[config.mk]
export PLATFORM = sky130hd
export DESIGN_NAME = two_axis_stepper_move_flat
export DESIGN_NICKNAME = d
export VERILOG_FILES = /design/src/rtl/stm_pkg.sv /design/src/rtl/stm_if.sv /design/src/rtl/stm_cfg.sv /design/src/rtl/stm_core.sv /design/src/rtl/two_axis_stepper_move.sv /design/src/flat_wrapper.sv
export VERILOG_INCLUDE_DIRS = /design/src /design/src/rtl
export SDC_FILE = /design/constraint.sdc
export NUM_CORES = 1
export LEC_CHECK = 0
export BUFFER_PORTS_ARGS = -buffer_cell sky130_fd_sc_hd__buf_4
export CORE_MARGIN = 2
export CORE_UTILIZATION = 45
export DETAILED_ROUTE_END_ITERATION = 10
export GPL_TIMING_DRIVEN = 1
export HOLD_SLACK_MARGIN = 0.06
export SLEW_MARGIN = 20
export SYNTH_ARGS = -nofsm -noshare
export SYNTH_HDL_FRONTEND = slang
export SYNTH_SLANG_ARGS = --single-unit
export TNS_END_PERCENT = 30
[constraint.sdc]
create_clock -name clk -period 20 [get_ports clk]
set_clock_uncertainty 0.1 [all_clocks]
set_input_delay 1 -clock clk [delete_from_list [all_inputs] [get_ports clk]]
set_output_delay 1 -clock clk [all_outputs]
set_load 0.03 [all_outputs]
[src/rtl/two_axis_stepper_move_defines.svh]
// assertion macros shared by the stepper move rtl
// expects clk and rst_n in the scope of each use
`ifndef TWO_AXIS_STEPPER_MOVE_DEFINES_SVH
`define TWO_AXIS_STEPPER_MOVE_DEFINES_SVH

// same-cycle implication
`define STM_ASSERT_IMPL(label, ante, cons) \
  label: assert property (@(posedge clk) disable iff (!rst_n) (ante) |-> (cons)) \
    else $error("stepper move check failed");

// next-cycle implication
`define STM_ASSERT_NEXT(label, ante, cons) \
  label: assert property (@(posedge clk) disable iff (!rst_n) (ante) |=> (cons)) \
    else $error("stepper move check failed");

`endif

[src/rtl/stm_pkg.sv]
// types and constants of the two-axis stepper move block
// no dependencies
package stm_pkg;

  localparam int COORD_W  = 16;
  localparam int TICK_W   = 16;
  localparam int PIX_W    = 8;
  localparam int DELTA_W  = 17;
  localparam int REQ_W    = 3;
  localparam int STAT_W   = 2;
  localparam int CFG_IDX_W  = 3;
  localparam int CFG_DATA_W = 16;

  localparam logic [REQ_W-1:0] REQ_TICK  = 3'd0;
  localparam logic [REQ_W-1:0] REQ_GOTO  = 3'd1;
  localparam logic [REQ_W-1:0] REQ_REL_X = 3'd2;
  localparam logic [REQ_W-1:0] REQ_REL_Y = 3'd3;
  localparam logic [REQ_W-1:0] REQ_ABORT = 3'd4;
  localparam logic [REQ_W-1:0] REQ_HOME  = 3'd5;

  localparam logic [STAT_W-1:0] STAT_OK    = 2'd0;
  localparam logic [STAT_W-1:0] STAT_RANGE = 2'd1;
  localparam logic [STAT_W-1:0] STAT_BUSY  = 2'd2;
  localparam logic [STAT_W-1:0] STAT_THERE = 2'd3;

  localparam logic [CFG_IDX_W-1:0] CFG_PIXEL_SIZE = 3'd0;
  localparam logic [CFG_IDX_W-1:0] CFG_HALF_STEP  = 3'd1;
  localparam logic [CFG_IDX_W-1:0] CFG_MAX_X      = 3'd2;
  localparam logic [CFG_IDX_W-1:0] CFG_MAX_Y      = 3'd3;
  localparam logic [CFG_IDX_W-1:0] CFG_LASER_MOVE = 3'd4;

  localparam logic [PIX_W-1:0]   RST_PIXEL_SIZE = 8'd1;
  localparam logic [TICK_W-1:0]  RST_HALF_STEP  = 16'd1500;
  localparam logic [COORD_W-1:0] RST_MAX        = 16'hffff;

  typedef struct packed {
    logic [PIX_W-1:0]   pixel_size;
    logic [TICK_W-1:0]  half_step_ticks;
    logic [COORD_W-1:0] max_x;
    logic [COORD_W-1:0] max_y;
    logic               laser_during_move;
  } cfg_t;

  typedef struct packed {
    logic [REQ_W-1:0]          req_type;
    logic [COORD_W-1:0]        target_x;
    logic [COORD_W-1:0]        target_y;
    logic signed [DELTA_W-1:0] delta;
    logic                      breakable;
  } item_t;

  typedef struct packed {
    logic               step_x;
    logic               step_y;
    logic               dir_x;
    logic               dir_y;
    logic               laser_off;
    logic               busy_res;
    logic [COORD_W-1:0] pos_x;
    logic [COORD_W-1:0] pos_y;
    logic [STAT_W-1:0]  status;
  } result_t;

  typedef struct packed {
    logic [COORD_W-1:0] cur_x;
    logic [COORD_W-1:0] cur_y;
    logic [COORD_W-1:0] goal_x;
    logic [COORD_W-1:0] goal_y;
    logic [TICK_W-1:0]  tick_count;
    logic [PIX_W-1:0]   pulse_count;
    logic               phase_high;
    logic               moving;
    logic               move_breakable;
    logic               abort_flag;
    logic [1:0]         dir_regs;
    logic               laser_forced;
  } state_t;

endpackage

[src/rtl/stm_if.sv]
// valid/ready channel interfaces for request and result beats
// depends on stm_pkg for field widths
interface stm_in_if;
  logic                                       valid;
  logic                                       ready;
  logic [stm_pkg::REQ_W-1:0]                  req_type;
  logic [stm_pkg::COORD_W-1:0]                target_x;
  logic [stm_pkg::COORD_W-1:0]                target_y;
  logic signed [stm_pkg::DELTA_W-1:0]         delta;
  logic                                       breakable;

  modport source (output valid, req_type, target_x, target_y, delta, breakable,
                  input ready);
  modport sink (input valid, req_type, target_x, target_y, delta, breakable,
                output ready);
endinterface

interface stm_out_if;
  logic                          valid;
  logic                          ready;
  logic                          step_x;
  logic                          step_y;
  logic                          dir_x;
  logic                          dir_y;
  logic                          laser_off;
  logic                          busy_res;
  logic [stm_pkg::COORD_W-1:0]   pos_x;
  logic [stm_pkg::COORD_W-1:0]   pos_y;
  logic [stm_pkg::STAT_W-1:0]    status;

  modport source (output valid, step_x, step_y, dir_x, dir_y, laser_off, busy_res,
                  pos_x, pos_y, status, input ready);
  modport sink (input valid, step_x, step_y, dir_x, dir_y, laser_off, busy_res,
                pos_x, pos_y, status, output ready);
endinterface

[src/rtl/stm_cfg.sv]
// configuration register bank of the stepper move block
// depends on stm_pkg
module stm_cfg (
  input  logic                             clk,
  input  logic                             rst_n,
  input  logic                             cfg_we,
  input  logic [stm_pkg::CFG_IDX_W-1:0]    cfg_idx,
  input  logic [stm_pkg::CFG_DATA_W-1:0]   cfg_wdata,
  output stm_pkg::cfg_t                    cfg
);

  stm_pkg::cfg_t cfg_r;
  stm_pkg::cfg_t cfg_nxt;

  always_comb begin
    cfg_nxt = cfg_r;
    if (cfg_we) begin
      unique case (cfg_idx)
        stm_pkg::CFG_PIXEL_SIZE: cfg_nxt.pixel_size = cfg_wdata[stm_pkg::PIX_W-1:0];
        stm_pkg::CFG_HALF_STEP:  cfg_nxt.half_step_ticks = cfg_wdata[stm_pkg::TICK_W-1:0];
        stm_pkg::CFG_MAX_X:      cfg_nxt.max_x = cfg_wdata[stm_pkg::COORD_W-1:0];
        stm_pkg::CFG_MAX_Y:      cfg_nxt.max_y = cfg_wdata[stm_pkg::COORD_W-1:0];
        stm_pkg::CFG_LASER_MOVE: cfg_nxt.laser_during_move = cfg_wdata[0];
        default: cfg_nxt = cfg_r;
      endcase
    end
  end

  always_ff @(posedge clk) begin
    if (!rst_n) begin
      cfg_r.pixel_size        <= stm_pkg::RST_PIXEL_SIZE;
      cfg_r.half_step_ticks   <= stm_pkg::RST_HALF_STEP;
      cfg_r.max_x             <= stm_pkg::RST_MAX;
      cfg_r.max_y             <= stm_pkg::RST_MAX;
      cfg_r.laser_during_move <= 1'b0;
    end else begin
      cfg_r <= cfg_nxt;
    end
  end

  assign cfg = cfg_r;

endmodule

[src/rtl/stm_core.sv]
// motion state registers and the per-beat update logic
// depends on stm_pkg and two_axis_stepper_move_defines.svh
`include "two_axis_stepper_move_defines.svh"

module stm_core (
  input  logic              clk,
  input  logic              rst_n,
  input  logic              item_valid,
  input  stm_pkg::item_t    item,
  input  stm_pkg::cfg_t     cfg,
  output stm_pkg::result_t  res
);

  localparam int CW = stm_pkg::COORD_W;
  localparam int TW = stm_pkg::TICK_W;
  localparam int PW = stm_pkg::PIX_W;
  localparam int DW = stm_pkg::DELTA_W;

  stm_pkg::state_t st_r;
  stm_pkg::state_t st_nxt;
  logic [stm_pkg::STAT_W-1:0] status;

  logic [TW-1:0] half_eff;
  logic [TW-1:0] tick_inc;
  logic [PW-1:0] pix_eff;
  logic [PW-1:0] pulse_inc;
  logic [CW-1:0] unit_x;
  logic [CW-1:0] unit_y;

  logic          rel_axis_y;
  logic [CW-1:0] rel_cur;
  logic [CW-1:0] rel_max;
  logic [DW-1:0] rel_raw;
  logic          rel_neg;
  logic [DW-1:0] rel_mag;
  logic [CW+1:0] rel_sum;
  logic [DW-1:0] rel_dif;
  logic          rel_low;
  logic          rel_high;
  logic [CW-1:0] rel_new;

  logic [CW:0]   home_sum_x;
  logic [CW:0]   home_sum_y;
  logic [CW-1:0] home_x;
  logic [CW-1:0] home_y;

  function automatic stm_pkg::state_t begin_move(stm_pkg::state_t s, logic [CW-1:0] gx,
                                                  logic [CW-1:0] gy, logic brk);
    stm_pkg::state_t r;
    r = s;
    r.goal_x         = gx;
    r.goal_y         = gy;
    r.tick_count     = '0;
    r.pulse_count    = '0;
    r.phase_high     = 1'b0;
    r.moving         = 1'b1;
    r.move_breakable = brk;
    r.abort_flag     = 1'b0;
    return r;
  endfunction

  function automatic stm_pkg::state_t end_move(stm_pkg::state_t s);
    stm_pkg::state_t r;
    r = s;
    r.moving       = 1'b0;
    r.phase_high   = 1'b0;
    r.tick_count   = '0;
    r.pulse_count  = '0;
    r.abort_flag   = 1'b0;
    r.laser_forced = 1'b0;
    return r;
  endfunction

  assign half_eff  = (cfg.half_step_ticks == '0) ? TW'(1) : cfg.half_step_ticks;
  assign pix_eff   = (cfg.pixel_size == '0) ? PW'(1) : cfg.pixel_size;
  assign tick_inc  = st_r.tick_count + TW'(1);
  assign pulse_inc = st_r.pulse_count + PW'(1);

  assign unit_x = (st_r.cur_x == st_r.goal_x) ? st_r.cur_x :
                  (st_r.goal_x < st_r.cur_x) ? st_r.cur_x - CW'(1) : st_r.cur_x + CW'(1);
  assign unit_y = (st_r.cur_y == st_r.goal_y) ? st_r.cur_y :
                  (st_r.goal_y < st_r.cur_y) ? st_r.cur_y - CW'(1) : st_r.cur_y + CW'(1);

  // relative single-axis move
  assign rel_axis_y = (item.req_type == stm_pkg::REQ_REL_Y);
  assign rel_cur    = rel_axis_y ? st_r.cur_y : st_r.cur_x;
  assign rel_max    = rel_axis_y ? cfg.max_y : cfg.max_x;
  assign rel_raw    = item.delta;
  assign rel_neg    = rel_raw[DW-1];
  assign rel_mag    = rel_neg ? (~rel_raw + DW'(1)) : rel_raw;
  assign rel_sum    = {2'b00, rel_cur} + {1'b0, rel_mag};
  assign rel_dif    = {1'b0, rel_cur} - rel_mag;
  assign rel_low    = ({1'b0, rel_cur} < rel_mag);
  assign rel_high   = (rel_sum > {2'b00, rel_max});
  assign rel_new    = rel_neg ? rel_dif[CW-1:0] : rel_sum[CW-1:0];

  // home pre-offset, saturating
  assign home_sum_x = {1'b0, st_r.cur_x} + {4'b0000, cfg.max_x[CW-1:3]};
  assign home_sum_y = {1'b0, st_r.cur_y} + {3'b000, cfg.max_y[CW-1:2]};
  assign home_x     = home_sum_x[CW] ? {CW{1'b1}} : home_sum_x[CW-1:0];
  assign home_y     = home_sum_y[CW] ? {CW{1'b1}} : home_sum_y[CW-1:0];

  always_comb begin
    st_nxt = st_r;
    status = stm_pkg::STAT_OK;
    unique case (item.req_type)
      stm_pkg::REQ_TICK: begin
        if (st_r.moving) begin
          if (tick_inc < half_eff) begin
            st_nxt.tick_count = tick_inc;
          end else if (!st_r.phase_high) begin
            st_nxt.tick_count = '0;
            st_nxt.phase_high = 1'b1;
          end else begin
            st_nxt.tick_count = '0;
            st_nxt.phase_high = 1'b0;
            if (pulse_inc < pix_eff) begin
              st_nxt.pulse_count = pulse_inc;
            end else begin
              st_nxt.pulse_count = '0;
              st_nxt.cur_x = unit_x;
              st_nxt.cur_y = unit_y;
              if ((unit_x == st_r.goal_x && unit_y == st_r.goal_y) ||
                  (st_r.abort_flag && st_r.move_breakable)) begin
                st_nxt = end_move(st_nxt);
              end
            end
          end
        end
      end
      stm_pkg::REQ_ABORT: begin
        if (st_r.moving) begin
          st_nxt.abort_flag = 1'b1;
        end
      end
      stm_pkg::REQ_GOTO: begin
        if (st_r.moving) begin
          status = stm_pkg::STAT_BUSY;
        end else if (item.target_x == st_r.cur_x && item.target_y == st_r.cur_y) begin
          status = stm_pkg::STAT_THERE;
        end else if (item.target_x > cfg.max_x || item.target_y > cfg.max_y) begin
          status = stm_pkg::STAT_RANGE;
        end else begin
          if (!cfg.laser_during_move) begin
            st_nxt.laser_forced = 1'b1;
          end
          st_nxt.dir_regs = {item.target_y < st_r.cur_y, item.target_x < st_r.cur_x};
          st_nxt = begin_move(st_nxt, item.target_x, item.target_y, item.breakable);
        end
      end
      stm_pkg::REQ_REL_X, stm_pkg::REQ_REL_Y: begin
        if (st_r.moving) begin
          status = stm_pkg::STAT_BUSY;
        end else if (rel_mag != '0) begin
          if ((rel_neg && rel_low) || (!rel_neg && rel_high)) begin
            status = stm_pkg::STAT_RANGE;
          end else begin
            if (rel_axis_y) begin
              st_nxt.dir_regs[1] = rel_neg;
              st_nxt = begin_move(st_nxt, st_r.cur_x, rel_new, 1'b0);
            end else begin
              st_nxt.dir_regs[0] = rel_neg;
              st_nxt = begin_move(st_nxt, rel_new, st_r.cur_y, 1'b0);
            end
          end
        end
      end
      stm_pkg::REQ_HOME: begin
        if (st_r.moving) begin
          status = stm_pkg::STAT_BUSY;
        end else begin
          st_nxt.cur_x = home_x;
          st_nxt.cur_y = home_y;
          if (home_x != '0 || home_y != '0) begin
            st_nxt.laser_forced = 1'b1;
            st_nxt.dir_regs = {home_y != '0, home_x != '0};
            st_nxt = begin_move(st_nxt, '0, '0, 1'b0);
          end
        end
      end
      default: st_nxt = st_r;
    endcase
  end

  always_ff @(posedge clk) begin
    if (!rst_n) begin
      st_r <= '0;
    end else if (item_valid) begin
      st_r <= st_nxt;
    end
  end

  assign res.step_x    = st_nxt.moving && st_nxt.phase_high && (st_nxt.cur_x != st_nxt.goal_x);
  assign res.step_y    = st_nxt.moving && st_nxt.phase_high && (st_nxt.cur_y != st_nxt.goal_y);
  assign res.dir_x     = st_nxt.dir_regs[0];
  assign res.dir_y     = st_nxt.dir_regs[1];
  assign res.laser_off = st_nxt.laser_forced;
  assign res.busy_res  = st_nxt.moving;
  assign res.pos_x     = st_nxt.cur_x;
  assign res.pos_y     = st_nxt.cur_y;
  assign res.status    = status;

  `STM_ASSERT_IMPL(a_idle_counters_clear, !st_r.moving,
    !st_r.phase_high && st_r.tick_count == '0 && st_r.pulse_count == '0)
  `STM_ASSERT_NEXT(a_busy_goto_keeps_goal,
    item_valid && st_r.moving && item.req_type == stm_pkg::REQ_GOTO,
    st_r.goal_x == $past(st_r.goal_x) && st_r.goal_y == $past(st_r.goal_y))
  `STM_ASSERT_NEXT(a_no_beat_holds_position, !item_valid,
    st_r.cur_x == $past(st_r.cur_x) && st_r.cur_y == $past(st_r.cur_y))

endmodule

[src/rtl/two_axis_stepper_move.sv]
// two-axis step/direction move controller
// usage: requests enter on in_ch, one result per request leaves on out_ch.
// request 0 is a timing tick; goto, relative x/y, abort and home are commands.
// registers are written on cfg_we with cfg_idx and cfg_wdata; the user must
// write them only while idle, which the block itself leaves unenforced.
// an accepted beat enters the input register, its result the result register.
// throughput: one beat per cycle unless out_ch stalls, set by the single state
// update between the input register and the result register.
// reset (rst_n low, synchronous): both pipeline registers empty, position,
// goal and timing counters zero, registers at their reset values.
// stall: while a result waits on out_ch.ready low, the result register holds;
// one more beat enters the input register, after which in_ch.ready drops.
// depends on stm_pkg, stm_if, stm_cfg, stm_core and the defines header
`include "two_axis_stepper_move_defines.svh"

module two_axis_stepper_move (
  input  logic                             clk,
  input  logic                             rst_n,
  stm_in_if.sink                           in_ch,
  stm_out_if.source                        out_ch,
  input  logic                             cfg_we,
  input  logic [stm_pkg::CFG_IDX_W-1:0]    cfg_idx,
  input  logic [stm_pkg::CFG_DATA_W-1:0]   cfg_wdata
);

  stm_pkg::cfg_t    cfg;
  stm_pkg::item_t   in_item;
  stm_pkg::item_t   s1_item_r;
  logic             s1_valid_r;
  logic             s1_go;
  stm_pkg::result_t core_res;
  stm_pkg::result_t out_res_r;
  logic             out_valid_r;
  logic             in_ready;

  stm_cfg u_cfg (
    .clk       (clk),
    .rst_n     (rst_n),
    .cfg_we    (cfg_we),
    .cfg_idx   (cfg_idx),
    .cfg_wdata (cfg_wdata),
    .cfg       (cfg)
  );

  assign in_item.req_type  = in_ch.req_type;
  assign in_item.target_x  = in_ch.target_x;
  assign in_item.target_y  = in_ch.target_y;
  assign in_item.delta     = in_ch.delta;
  assign in_item.breakable = in_ch.breakable;

  assign s1_go    = s1_valid_r && (!out_valid_r || out_ch.ready);
  assign in_ready = !s1_valid_r || s1_go;
  assign in_ch.ready = in_ready;

  always_ff @(posedge clk) begin
    if (!rst_n) begin
      s1_valid_r <= 1'b0;
    end else if (in_ready) begin
      s1_valid_r <= in_ch.valid;
    end
  end

  always_ff @(posedge clk) begin
    if (in_ready && in_ch.valid) begin
      s1_item_r <= in_item;
    end
  end

  stm_core u_core (
    .clk        (clk),
    .rst_n      (rst_n),
    .item_valid (s1_go),
    .item       (s1_item_r),
    .cfg        (cfg),
    .res        (core_res)
  );

  always_ff @(posedge clk) begin
    if (!rst_n) begin
      out_valid_r <= 1'b0;
    end else if (s1_go) begin
      out_valid_r <= 1'b1;
    end else if (out_ch.ready) begin
      out_valid_r <= 1'b0;
    end
  end

  always_ff @(posedge clk) begin
    if (s1_go) begin
      out_res_r <= core_res;
    end
  end

  assign out_ch.valid     = out_valid_r;
  assign out_ch.step_x    = out_res_r.step_x;
  assign out_ch.step_y    = out_res_r.step_y;
  assign out_ch.dir_x     = out_res_r.dir_x;
  assign out_ch.dir_y     = out_res_r.dir_y;
  assign out_ch.laser_off = out_res_r.laser_off;
  assign out_ch.busy_res  = out_res_r.busy_res;
  assign out_ch.pos_x     = out_res_r.pos_x;
  assign out_ch.pos_y     = out_res_r.pos_y;
  assign out_ch.status    = out_res_r.status;

  `STM_ASSERT_IMPL(a_full_stall_blocks_input,
    s1_valid_r && out_valid_r && !out_ch.ready, !in_ch.ready)
  `STM_ASSERT_NEXT(a_stage_beat_reaches_output, s1_go, out_valid_r)

endmodule

[src/flat_wrapper.sv]
// flat-port wrapper written by rule: the top's interface ports become plain ports
module two_axis_stepper_move_flat 
  (clk, rst_n, cfg_we, cfg_idx, cfg_wdata, in_ch_valid, in_ch_req_type, in_ch_target_x, in_ch_target_y, in_ch_delta, in_ch_breakable, in_ch_ready, out_ch_valid, out_ch_step_x, out_ch_step_y, out_ch_dir_x, out_ch_dir_y, out_ch_laser_off, out_ch_busy_res, out_ch_pos_x, out_ch_pos_y, out_ch_status, out_ch_ready);
  stm_in_if in_ch_i ();
  stm_out_if out_ch_i ();
  input  logic clk;
  input  logic rst_n;
  input  logic cfg_we;
  input  logic [stm_pkg::CFG_IDX_W-1:0] cfg_idx;
  input  logic [stm_pkg::CFG_DATA_W-1:0] cfg_wdata;
  input wire logic [$bits(in_ch_i.valid)-1:0] in_ch_valid;
  input wire logic [$bits(in_ch_i.req_type)-1:0] in_ch_req_type;
  input wire logic [$bits(in_ch_i.target_x)-1:0] in_ch_target_x;
  input wire logic [$bits(in_ch_i.target_y)-1:0] in_ch_target_y;
  input wire logic [$bits(in_ch_i.delta)-1:0] in_ch_delta;
  input wire logic [$bits(in_ch_i.breakable)-1:0] in_ch_breakable;
  output wire logic [$bits(in_ch_i.ready)-1:0] in_ch_ready;
  output wire logic [$bits(out_ch_i.valid)-1:0] out_ch_valid;
  output wire logic [$bits(out_ch_i.step_x)-1:0] out_ch_step_x;
  output wire logic [$bits(out_ch_i.step_y)-1:0] out_ch_step_y;
  output wire logic [$bits(out_ch_i.dir_x)-1:0] out_ch_dir_x;
  output wire logic [$bits(out_ch_i.dir_y)-1:0] out_ch_dir_y;
  output wire logic [$bits(out_ch_i.laser_off)-1:0] out_ch_laser_off;
  output wire logic [$bits(out_ch_i.busy_res)-1:0] out_ch_busy_res;
  output wire logic [$bits(out_ch_i.pos_x)-1:0] out_ch_pos_x;
  output wire logic [$bits(out_ch_i.pos_y)-1:0] out_ch_pos_y;
  output wire logic [$bits(out_ch_i.status)-1:0] out_ch_status;
  input wire logic [$bits(out_ch_i.ready)-1:0] out_ch_ready;
  assign in_ch_i.valid = in_ch_valid;
  assign in_ch_i.req_type = in_ch_req_type;
  assign in_ch_i.target_x = in_ch_target_x;
  assign in_ch_i.target_y = in_ch_target_y;
  assign in_ch_i.delta = in_ch_delta;
  assign in_ch_i.breakable = in_ch_breakable;
  assign in_ch_ready = in_ch_i.ready;
  assign out_ch_valid = out_ch_i.valid;
  assign out_ch_step_x = out_ch_i.step_x;
  assign out_ch_step_y = out_ch_i.step_y;
  assign out_ch_dir_x = out_ch_i.dir_x;
  assign out_ch_dir_y = out_ch_i.dir_y;
  assign out_ch_laser_off = out_ch_i.laser_off;
  assign out_ch_busy_res = out_ch_i.busy_res;
  assign out_ch_pos_x = out_ch_i.pos_x;
  assign out_ch_pos_y = out_ch_i.pos_y;
  assign out_ch_status = out_ch_i.status;
  assign out_ch_i.ready = out_ch_ready;
  two_axis_stepper_move u_core (.clk(clk), .rst_n(rst_n), .in_ch(in_ch_i), .out_ch(out_ch_i), .cfg_we(cfg_we), .cfg_idx(cfg_idx), .cfg_wdata(cfg_wdata));
endmodule
* Word level (Yosys, flattened, before mapping)
Index checks and enable logic that the tools add are counted.
** Operators by class
- Add/subtract/negate cells :: 11
- Order comparisons :: 10
- Equality and inequality tests :: 31
- Mux-type cells :: 49
- Bitwise logic cells :: 2
- Reduce and logical (&&, ||, !) cells :: 40
** Operators with widths (count)
- two-way mux 63 bit :: 8
- one-hot mux 91 bit (4 select lines) :: 1
- two-way mux 16 bit :: 12
- two-way mux 95 bit :: 2
- two-way mux 64 bit :: 2
- == test 16 bit :: 6
- < comparator 16 bit :: 5
- two-way mux 80 bit :: 1
- adder 16 x 1 -> 16 bit (second input constant) :: 3
- > comparator 16 bit :: 2
- inequality test 16 bit :: 2
- nonzero test 16 bit :: 2
- subtractor 16 x 1 -> 16 bit (second input constant) :: 2
- inequality test 2 bit (second input constant) :: 14
- two-way mux 8 bit :: 3
- AND reduction 11 bit :: 2
- adder 16 x 17 -> 18 bit :: 1
- > comparator 18 x 16 -> 1 bit :: 1
- adder 16 x 13 -> 17 bit :: 1
- adder 16 x 14 -> 17 bit :: 1
- adder 17 x 1 -> 17 bit (second input constant) :: 1
- < comparator 16 x 17 -> 1 bit :: 1
- two-way mux 17 bit :: 1
- inverter 17 bit :: 1
- other kinds (30) :: 68
** Word-level totals
- Flip-flop bits (word level) :: 247
- Input bits :: 77
- Output and inout port bits :: 42
- Word-level logic and storage cells :: 176

* Depth between registers and ports, before layout
Gate-level depths: netlist (run 1).
- Depth after elaboration :: 14
- Gate-level depth with buffers :: 35

* Cells and area by module
From an unflattened synthesis (run 1), not the netlist that was laid out.
** Second synthesis, totals
- Cell total of the unflattened synthesis :: 2829
- Area total of the unflattened synthesis :: 22793.1 um2
** Modules (own cells, without submodules)
- stm_core :: instances 1, cells each 2504, area an instance 17543.1 um2
- two_axis_stepper_move :: instances 1, cells each 102, area an instance 2896.5 um2
- stm_cfg :: instances 1, cells each 223, area an instance 2353.5 um2

* Worst setup path before layout (run 1)
No wires, ideal clock.
- Kind :: reg-to-reg
- Start :: reg u_core.s1_item_r[17] (netlist name)
- End :: reg u_core.out_res_r (netlist bit u_core.out_ch.step_x), data pin
- Arrival time :: 6830 ps
- Setup slack :: 12805 ps
- Cell stages (with the launch flop) :: 31
- Clock period less this slack :: 7195 ps
- Cells stage by stage :: edfxtp_1 -> buf_1 -> clkbuf_1 -> clkbuf_1 -> buf_1 -> nand2_1 -> xor2_1 -> ha_1 -> inv_1 -> a221oi_1 -> o21ai_0 -> a31oi_1 -> nor4_1 -> or3_1 -> a21oi_1 -> xnor2_1 -> ha_1 -> a21o_1 -> a211oi_1 -> o21ai_0 -> a211o_1 -> o22ai_1 -> o21ai_2 -> or3_1 -> buf_6 -> buf_6 -> o2111a_1 -> a2111oi_1 -> nand4_1 -> nor4_1 -> a21oi_1
** RTL lines
- from (decl) :: line two_axis_stepper_move.sv:28 : stm_pkg::item_t s1_item_r;
- from (signal assigned) :: line two_axis_stepper_move.sv:65 : s1_item_r <= in_item;
- to (signal assigned) :: line two_axis_stepper_move.sv:90 : out_res_r <= core_res;
- to (decl) :: line two_axis_stepper_move.sv:32 : stm_pkg::result_t out_res_r;

==> results of run 1 <==
[sequential cells by signal (all words and copies together) (netlist names)]
register / count
u_core.out_ch.status: 2
u_core.u_core.st_r: 95
u_core.out_ch.step_y: 1
u_core.out_ch.laser_off: 1
u_core.out_ch.busy_res: 1
u_core.out_ch.pos_x: 16
u_core.out_ch.valid: 1
u_core.out_ch.step_x: 1
u_core.s1_item_r: 53
u_core.out_ch.pos_y: 16
u_core.u_cfg.cfg: 57
u_core.out_ch.dir_x: 1
u_core.s1_valid_r: 1
u_core.out_ch.dir_y: 1
[path summary, 6_finish.rpt]
kind | startpoint | to | slack, ps
worst min-delay path | u_core.u_cfg.cfg[33] | u_core.u_cfg.cfg[33] | 360
worst max-delay path | u_core.s1_item_r[50] | u_core.out_ch.step_y | 10640
worst min register to register | u_core.u_cfg.cfg[33] | u_core.u_cfg.cfg[33] | 360
worst max register to register | u_core.s1_item_r[50] | u_core.out_ch.step_y | 10640
[worst max-delay path, delay by kind of cell (launching register included)]
| kind | cells | cell delay (ps) |
|---|---|---|
| xor gates and xnor gates | 2 | 200 |
| DFF | 1 | 310 |
| and+or+nand+nor | 10 | 2930 |
| adders and majority gates | 3 | 890 |
| AOI/OAI and AO/OA | 11 | 2970 |
| buffers and inverters | 4 | 1630 |
[final cells by class]
class                   instances  share of cell area
multi-input cells            2303               0.615
flip-flops and latches        247               0.230
repair buffers                166              0.0489
clock buffers                  44              0.0361
well taps                     672              0.0330
inverters                     190              0.0280
clock inverters                18             0.00795
diodes                          4            0.000393
[placed cells by master (no fill, tap or decap), types with 25 or more instances in the layout]
| master | count |
|---|---|
| a211oi_1 | 34 |
| a21o_1 | 54 |
| a21oi_1 | 303 |
| a31oi_1 | 53 |
| and3_1 | 40 |
| buf_4 | 166 |
| clkbuf_16 | 35 |
| dfxtp_1 | 154 |
| edfxtp_1 | 93 |
| ha_1 | 224 |
| inv_1 | 185 |
| mux2i_1 | 39 |
| nand2_1 | 264 |
| nand3_1 | 48 |
| nand4_1 | 28 |
| nor2_1 | 258 |
| nor2b_1 | 30 |
| nor3_1 | 36 |
| nor4_1 | 25 |
| o211ai_1 | 77 |
| o21a_1 | 29 |
| o21ai_0 | 183 |
| o31ai_1 | 26 |
| xnor2_1 | 78 |
| xor2_1 | 53 |
[stage by stage]
| step | hold WS, ps | power, uW | util | std cells | cell area, um2 |
|---|---|---|---|---|---|
| after detailed placement | 357 | 1410 | 0.486 | 3578 | 24400 |
| after CTS | 365 | 2030 | 0.508 | 3640 | 25500 |
| after global routing | 388 | 2140 | 0.508 | 3642 | 25500 |
| final | 365 | 2060 | 0.508 | 3644 | 25500 |
| after global placement | 349 | 1400 | 0.486 | 3578 | 24400 |
| after floorplan | 334 | 1130 | - | 2896 | 22900 |
[cell families after synthesis]
family                     after synthesis
AOI/OAI and AO/OA                     1015
adders and majority gates              230
buffers and inverters                  346
and+or+nand+nor                        871
xor gates and xnor gates               139
muxes                                   48
DFF                                    247
[per-layer routing]
layer / share of wire / track usage
met1: 0.42 / 0.526
met2: 0.41 / 0.561
met3: 0.11 / 0.0886
met4: 0.062 / 0.203
met5: 0.00076 / 0
[power by group through the flow]
stage | logic (uW) | registers [uW] | clock network [uW]
CTS | 822 | 582 | 630
floorplan | 543 | 583 | 0
global placement | 810 | 593 | 0
global route | 908 | 585 | 651
finish | 852 | 585 | 626
detailed placement | 817 | 593 | 0
==> summary.md, run 1 <==
| Metric | Value |
|---|---|
| Status | `finished clean` |
| Fin. max-slew vios | `0` |
| Final Cycle Share | `0.468` |
| H-tree depth | `2` |
| Routed Wire Length | `103 mm` |
| Main synth FF type | `dfxtp_1` |
| Syn Nets | `3,203` |
| Full die area | `52,700 um2` |
| Setup bufs post-CTS | `0` |
| Sequential cell area fraction in the yosys report | `0.257` |
| Gpl congestion | `1.06` |
| Reg clk slew, reported paths | `60 ps` |
| Most common cell in the netlist | `a21oi_1` |
| Fraction of synthesized area in multiplexers | `0.0221` |
| DR DRC count | `0` |
| Worst skew pair latency | `570 ps` |
| Mapped Avg Cell Area | `7.90 um2` |
| Layout Nets | `3,249` |
| Critical path's slowest cell | `clkinv_1` |
| Cell taking the most area after synthesis | `dfxtp_1` |
| Int Pwr | `1200 uW` |
| Data required time of the critical path | `20,180 ps` |
| Total grt overflow | `0` |
| Worst slew pin tran | `1150 ps` |
| MaxCap Viol Count | `0` |
| Hold_buf cts | `0` |
| Hold-critical path depth | `2` |
| Synthesized area | `22,900 um2` |
| Layout cells sized above 1 | `0.0970` |
| Post-synthesis compound-gate area fraction | `0.291` |
| DRT Pass-1 Iters | `5` |
| First-pass GRT wire length | `151 mm` |
| Max FO, Critical Path | `45` |
| Top cells by count, synth | `a21oi_1, nand2_1, nor2_1, ha_1, inv_1` |
| Vias/cell | `6.60` |
| Worst Path Arrival | `9540 ps` |
| Initial antenna violation count | `8` |
| Largest net degree at the start of global routing | `56` |
| Post-DP HPWL | `80.1 mm` |
| Antenna Nets Post-Route | `0` |
| RSZ-0062 raised after global routing | `false` |
| Reg2Reg Depth | `30` |
| Setup Crit Path Kind | `reg -> reg` |
| Net Sw Frac | `0.416` |
| Total track usage | `0.385` |
| Largest family of logic cells by synthesized area | `compound AO/OA/AOI/OAI gates` |
| Final worst slack | `10,640 ps` |
| Worst vdd ir | `0.0000611 V` |
| Fill count | `4,876` |
| Setup TNS Final | `0 ps` |
| Psw | `858 uW` |
| # rows | `82` |
| Minimum clock period | `9360 ps` |
| TritonCTS Buffers | `34` |
| Clk pwr share | `0.303` |
| CTS root buf | `clkbuf_16` |
| Yosys top cell area share | `0.135` |
| Most frequent cell on the critical path | `nand2_1` |
| Die Y | `230 um` |
| Mapped Cells | `2,896` |
| Fin. Hold Viols | `0` |
| Comb power frac | `0.413` |
| Adder-cell share of the synthesized area | `0.128` |
| Multi-input gate area | `15,700 um2` |
| FF+latch area | `5880 um2` |
| CTS tree | `yes` |
| Clk sinks | `247` |
| Post-synthesis cell type count | `112` |
| Highest Clock Rate | `107 MHz` |
| Synth area leaders | `dfxtp_1, ha_1, edfxtp_1` |
| Normalized max-slew margin | `0.232` |
| Sequential Power Share | `0.284` |
| Die W | `230 um` |
| Initial DRC count | `2,888` |
| Final setup violation count | `0` |
| EDFF count, synth | `93` |
| Vias in the first global route | `22,400` |
| Async set or reset register ratio after synthesis | `0` |
| Synth warn | `0` |
| Class of the worst hold path | `reg -> reg` |
| Yosys reg bits | `247` |
| Xor/xnor share of the synthesized area | `0.0582` |
| Vias | `24,000` |
| Setup crit end kind | `flip-flop` |
| PwrDens | `80.9 nW/um2` |
| PostCTS Resize Cnt | `0` |
| CP startpoint kind | `flip-flop` |
| Deepest clock path buffer count | `3` |
| Post-Synth Simple-Gate Area | `0.185` |
| Routed len/inst | `28.3 um` |
| Crit-path max cell delay | `730 ps` |
| CORE AREA | `50,200 um2` |
| # IOs | `119` |
| Initial Utilization | `0.456` |
| Leakage | `0.0108 uW` |
| Area grow syn2layout | `11.4%` |
| Port bufs | `118` |
| Pre-CTS WS | `10,840 ps` |
Power figures use the tool's default switching activity.
==> run 2: changes to the inputs <==
==> constraint.sdc (replaced) <==
create_clock -name clk -period 8.8 [get_ports clk]
set_clock_uncertainty 0.1 [all_clocks]
set_input_delay 0.44 -clock clk [delete_from_list [all_inputs] [get_ports clk]]
set_output_delay 0.44 -clock clk [all_outputs]
set_load 0.03 [all_outputs]
==> run 2 against run 1 <==
Effect of this change: setup slack worse by 10000 ps; largest power group unchanged; sequential share of layout area fell by 0.77 points; critical endpoint unchanged; wire length grew 2.0%; highest routed layer unchanged; cell area rose by 3.4%.
==> summary.md, run 2 (same netlist as run 1, synthesis figures left out) <==
| Metric | Value |
|---|---|
| CTS tree | `yes` |
| Routed len/inst | `28.2 um` |
| Buf/Inv on CP | `3` |
| TritonCTS Buffers | `31` |
| Die Y | `230 um` |
| CTS root buf | `clkbuf_16` |
| Vias | `24,400` |
| H-tree depth | `1` |
| Int Pwr | `2730 uW` |
| Setup bufs post-CTS | `0` |
| Setup Crit Path Kind | `reg -> reg` |
| Net Sw Frac | `0.419` |
| Leakage | `0.0112 uW` |
| Reg clk slew, reported paths | `70 ps` |
| Routed Wire Length | `105 mm` |
| Most frequent cells in the layout | `a21oi_1, nand2_1, nor2_1, ha_1, buf_4` |
| Vias in the first global route | `23,000` |
| Class of the worst hold path | `in -> reg` |
| Total track usage | `0.389` |
| DRT Pass-1 Iters | `6` |
| Critical path's slowest cell | `a21boi_0` |
| Full die area | `52,700 um2` |
| Worst vdd ir | `0.000161 V` |
| RR Startpoint | `u_core.s1_item_r[1]` |
| Layout Nets | `3,347` |
| CORE AREA | `50,200 um2` |
| Hold_sp | `cfg_idx[2]` |
| # IOs | `119` |
| Fill count | `4,742` |
| Area grow syn2layout | `15.2%` |
| Worst slew pin tran | `1110 ps` |
| Comb power frac | `0.425` |
| PostCTS Resize Cnt | `0` |
| Max reg flops | `95` |
| CP startpoint kind | `flip-flop` |
| Fin. Hold Viols | `0` |
| RSZ-0062 raised after global routing | `false` |
| Clk sinks | `247` |
| Crit-path max cell delay | `680 ps` |
| Fin. max-slew vios | `0` |
| DR DRC count | `0` |
| Multi-input gate area | `15,700 um2` |
| Max FO, Critical Path | `17` |
| Antenna Nets Post-Route | `0` |
| Clk pwr share | `0.294` |
| Worst Path Arrival | `8540 ps` |
| FF+latch area | `5880 um2` |
| Setup TNS Final | `0 ps` |
| Port bufs | `118` |
| Normalized max-slew margin | `0.260` |
| Setup crit end kind | `flip-flop` |
| Layout cells sized above 1 | `0.105` |
| Highest Clock Rate | `120 MHz` |
| Vias/cell | `6.52` |
| Minimum clock period | `8310 ps` |
| # rows | `82` |
| Final instance area | `26,400 um2` |
| Placed cell areas | `24,600 um2` |
| Die W | `230 um` |
| Post-DP HPWL | `81.3 mm` |
| Data required time of the critical path | `9030 ps` |
| MaxCap Viol Count | `0` |
| Deepest clock path buffer count | `3` |
| Gpl congestion | `1.03` |
| Initial antenna violation count | `5` |
| Top Family by Delay on Critical Path | `compound AO/OA/AOI/OAI gates` |
| Worst skew pair latency | `620 ps` |
| Initial DRC count | `2,791` |
| Crit. Startpoint | `u_core.s1_item_r[1]` |
| Most common cell after layout, fill and taps aside | `a21oi_1` |
| Top reg by flops | `u_core.u_core.st_r` |
| Final setup violation count | `0` |
| First-pass GRT wire length | `153 mm` |
| Total grt overflow | `0` |
| Psw | `1970 uW` |
| Initial Utilization | `0.456` |
| Final Cycle Share | `0.944` |
| PwrDens | `178 nW/um2` |
| Sequential Power Share | `0.281` |
| Largest net degree at the start of global routing | `75` |
| Hold_buf cts | `71` |
| Status | `finished clean` |
==> run 2: cell types whose count changed in the layout (fill, tap and decap cells not counted), moves of 2 or more <==
cell           delta
buf_4            +29
dlygate4sd3_1    +71
clkbuf_1          -6
clkinv_1          -2
bufinv_16         +2
clkinvlp_2        +4
clkinv_2          +3
clkbuf_16         -4
==> run 2: worst paths after layout <==
check | end | slack, ps | cells past startpoint
max | u_core.out_ch.step_y | 490 | 27
max reg2reg | u_core.out_ch.step_y | 490 | 27
min reg2reg | u_core.u_core.st_r[16] | 380 | 2
min | u_core.u_cfg.cfg[0] | 150 | 4
==> run 2: layout make-up <==
cell class / count / area share
Antenna cell: 4 / 0.000380
Clock buffer: 33 / 0.0297
Clock inverter: 25 / 0.0107
Inverter: 190 / 0.0271
Multi-Input combinational cell: 2303 / 0.595
Sequential cell: 247 / 0.223
Tap cell: 672 / 0.0319
Timing Repair Buffer: 267 / 0.0826
==> run 2: worst reg2reg max path: stages, from the launching register on <==
cell and delay (ps):
edfxtp_1 520, inv_1 80, ha_1 310, nand2_1 70, a21boi_0 680, inv_1 210, ha_1 270, a221oi_1 450
o21ai_0 260, a31oi_1 470, o21ai_0 140, a31o_2 270, xor2_1 530, ha_1 260, nand2_1 70, nor4_1 360
o21ai_0 160, a21oi_1 170, o22ai_1 150, o21ai_2 560, or3_1 200, buf_4 260, a2bb2oi_1 390, o22ai_1 140
nor4_1 210, o2111ai_1 210, nor4_1 350, a41oi_1 170
==> run 2: power groups by stage <==
stage / Clock, uW / Combinational [uW] / Sequential, uW
after floorplan: 0 / 1230 / 1320
after global placement: 0 / 1870 / 1340
after detailed placement: 0 / 1890 / 1340
after CTS: 1390 / 1930 / 1310
after global routing: 1430 / 2110 / 1320
final: 1380 / 1990 / 1320
==> run 2: per-layer routing <==
| layer | global-route usage | routed length (um) | part of all wire |
|---|---|---|---|
| met2 | 0.584 | 44200 | 0.42 |
| met1 | 0.518 | 43700 | 0.41 |
| met5 | 0 | 46 | 0.00044 |
| met4 | 0.212 | 6800 | 0.065 |
| met3 | 0.0832 | 10700 | 0.10 |
==> run 2: through the flow <==
| stage | util | power (uW) | setup WS (ps) | hold slack, ps | cells |
|---|---|---|---|---|---|
| global placement | 0.490 | 3210 | 937 | 353 | 3607 |
| detailed placement | 0.490 | 3230 | 735 | 360 | 3608 |
| floorplan | - | 2560 | 1600 | 334 | 2896 |
| CTS | 0.525 | 4630 | 702 | 125 | 3737 |
| finish | 0.526 | 4690 | 493 | 153 | 3741 |
| global route | 0.525 | 4860 | 40.9 | 145 | 3737 |
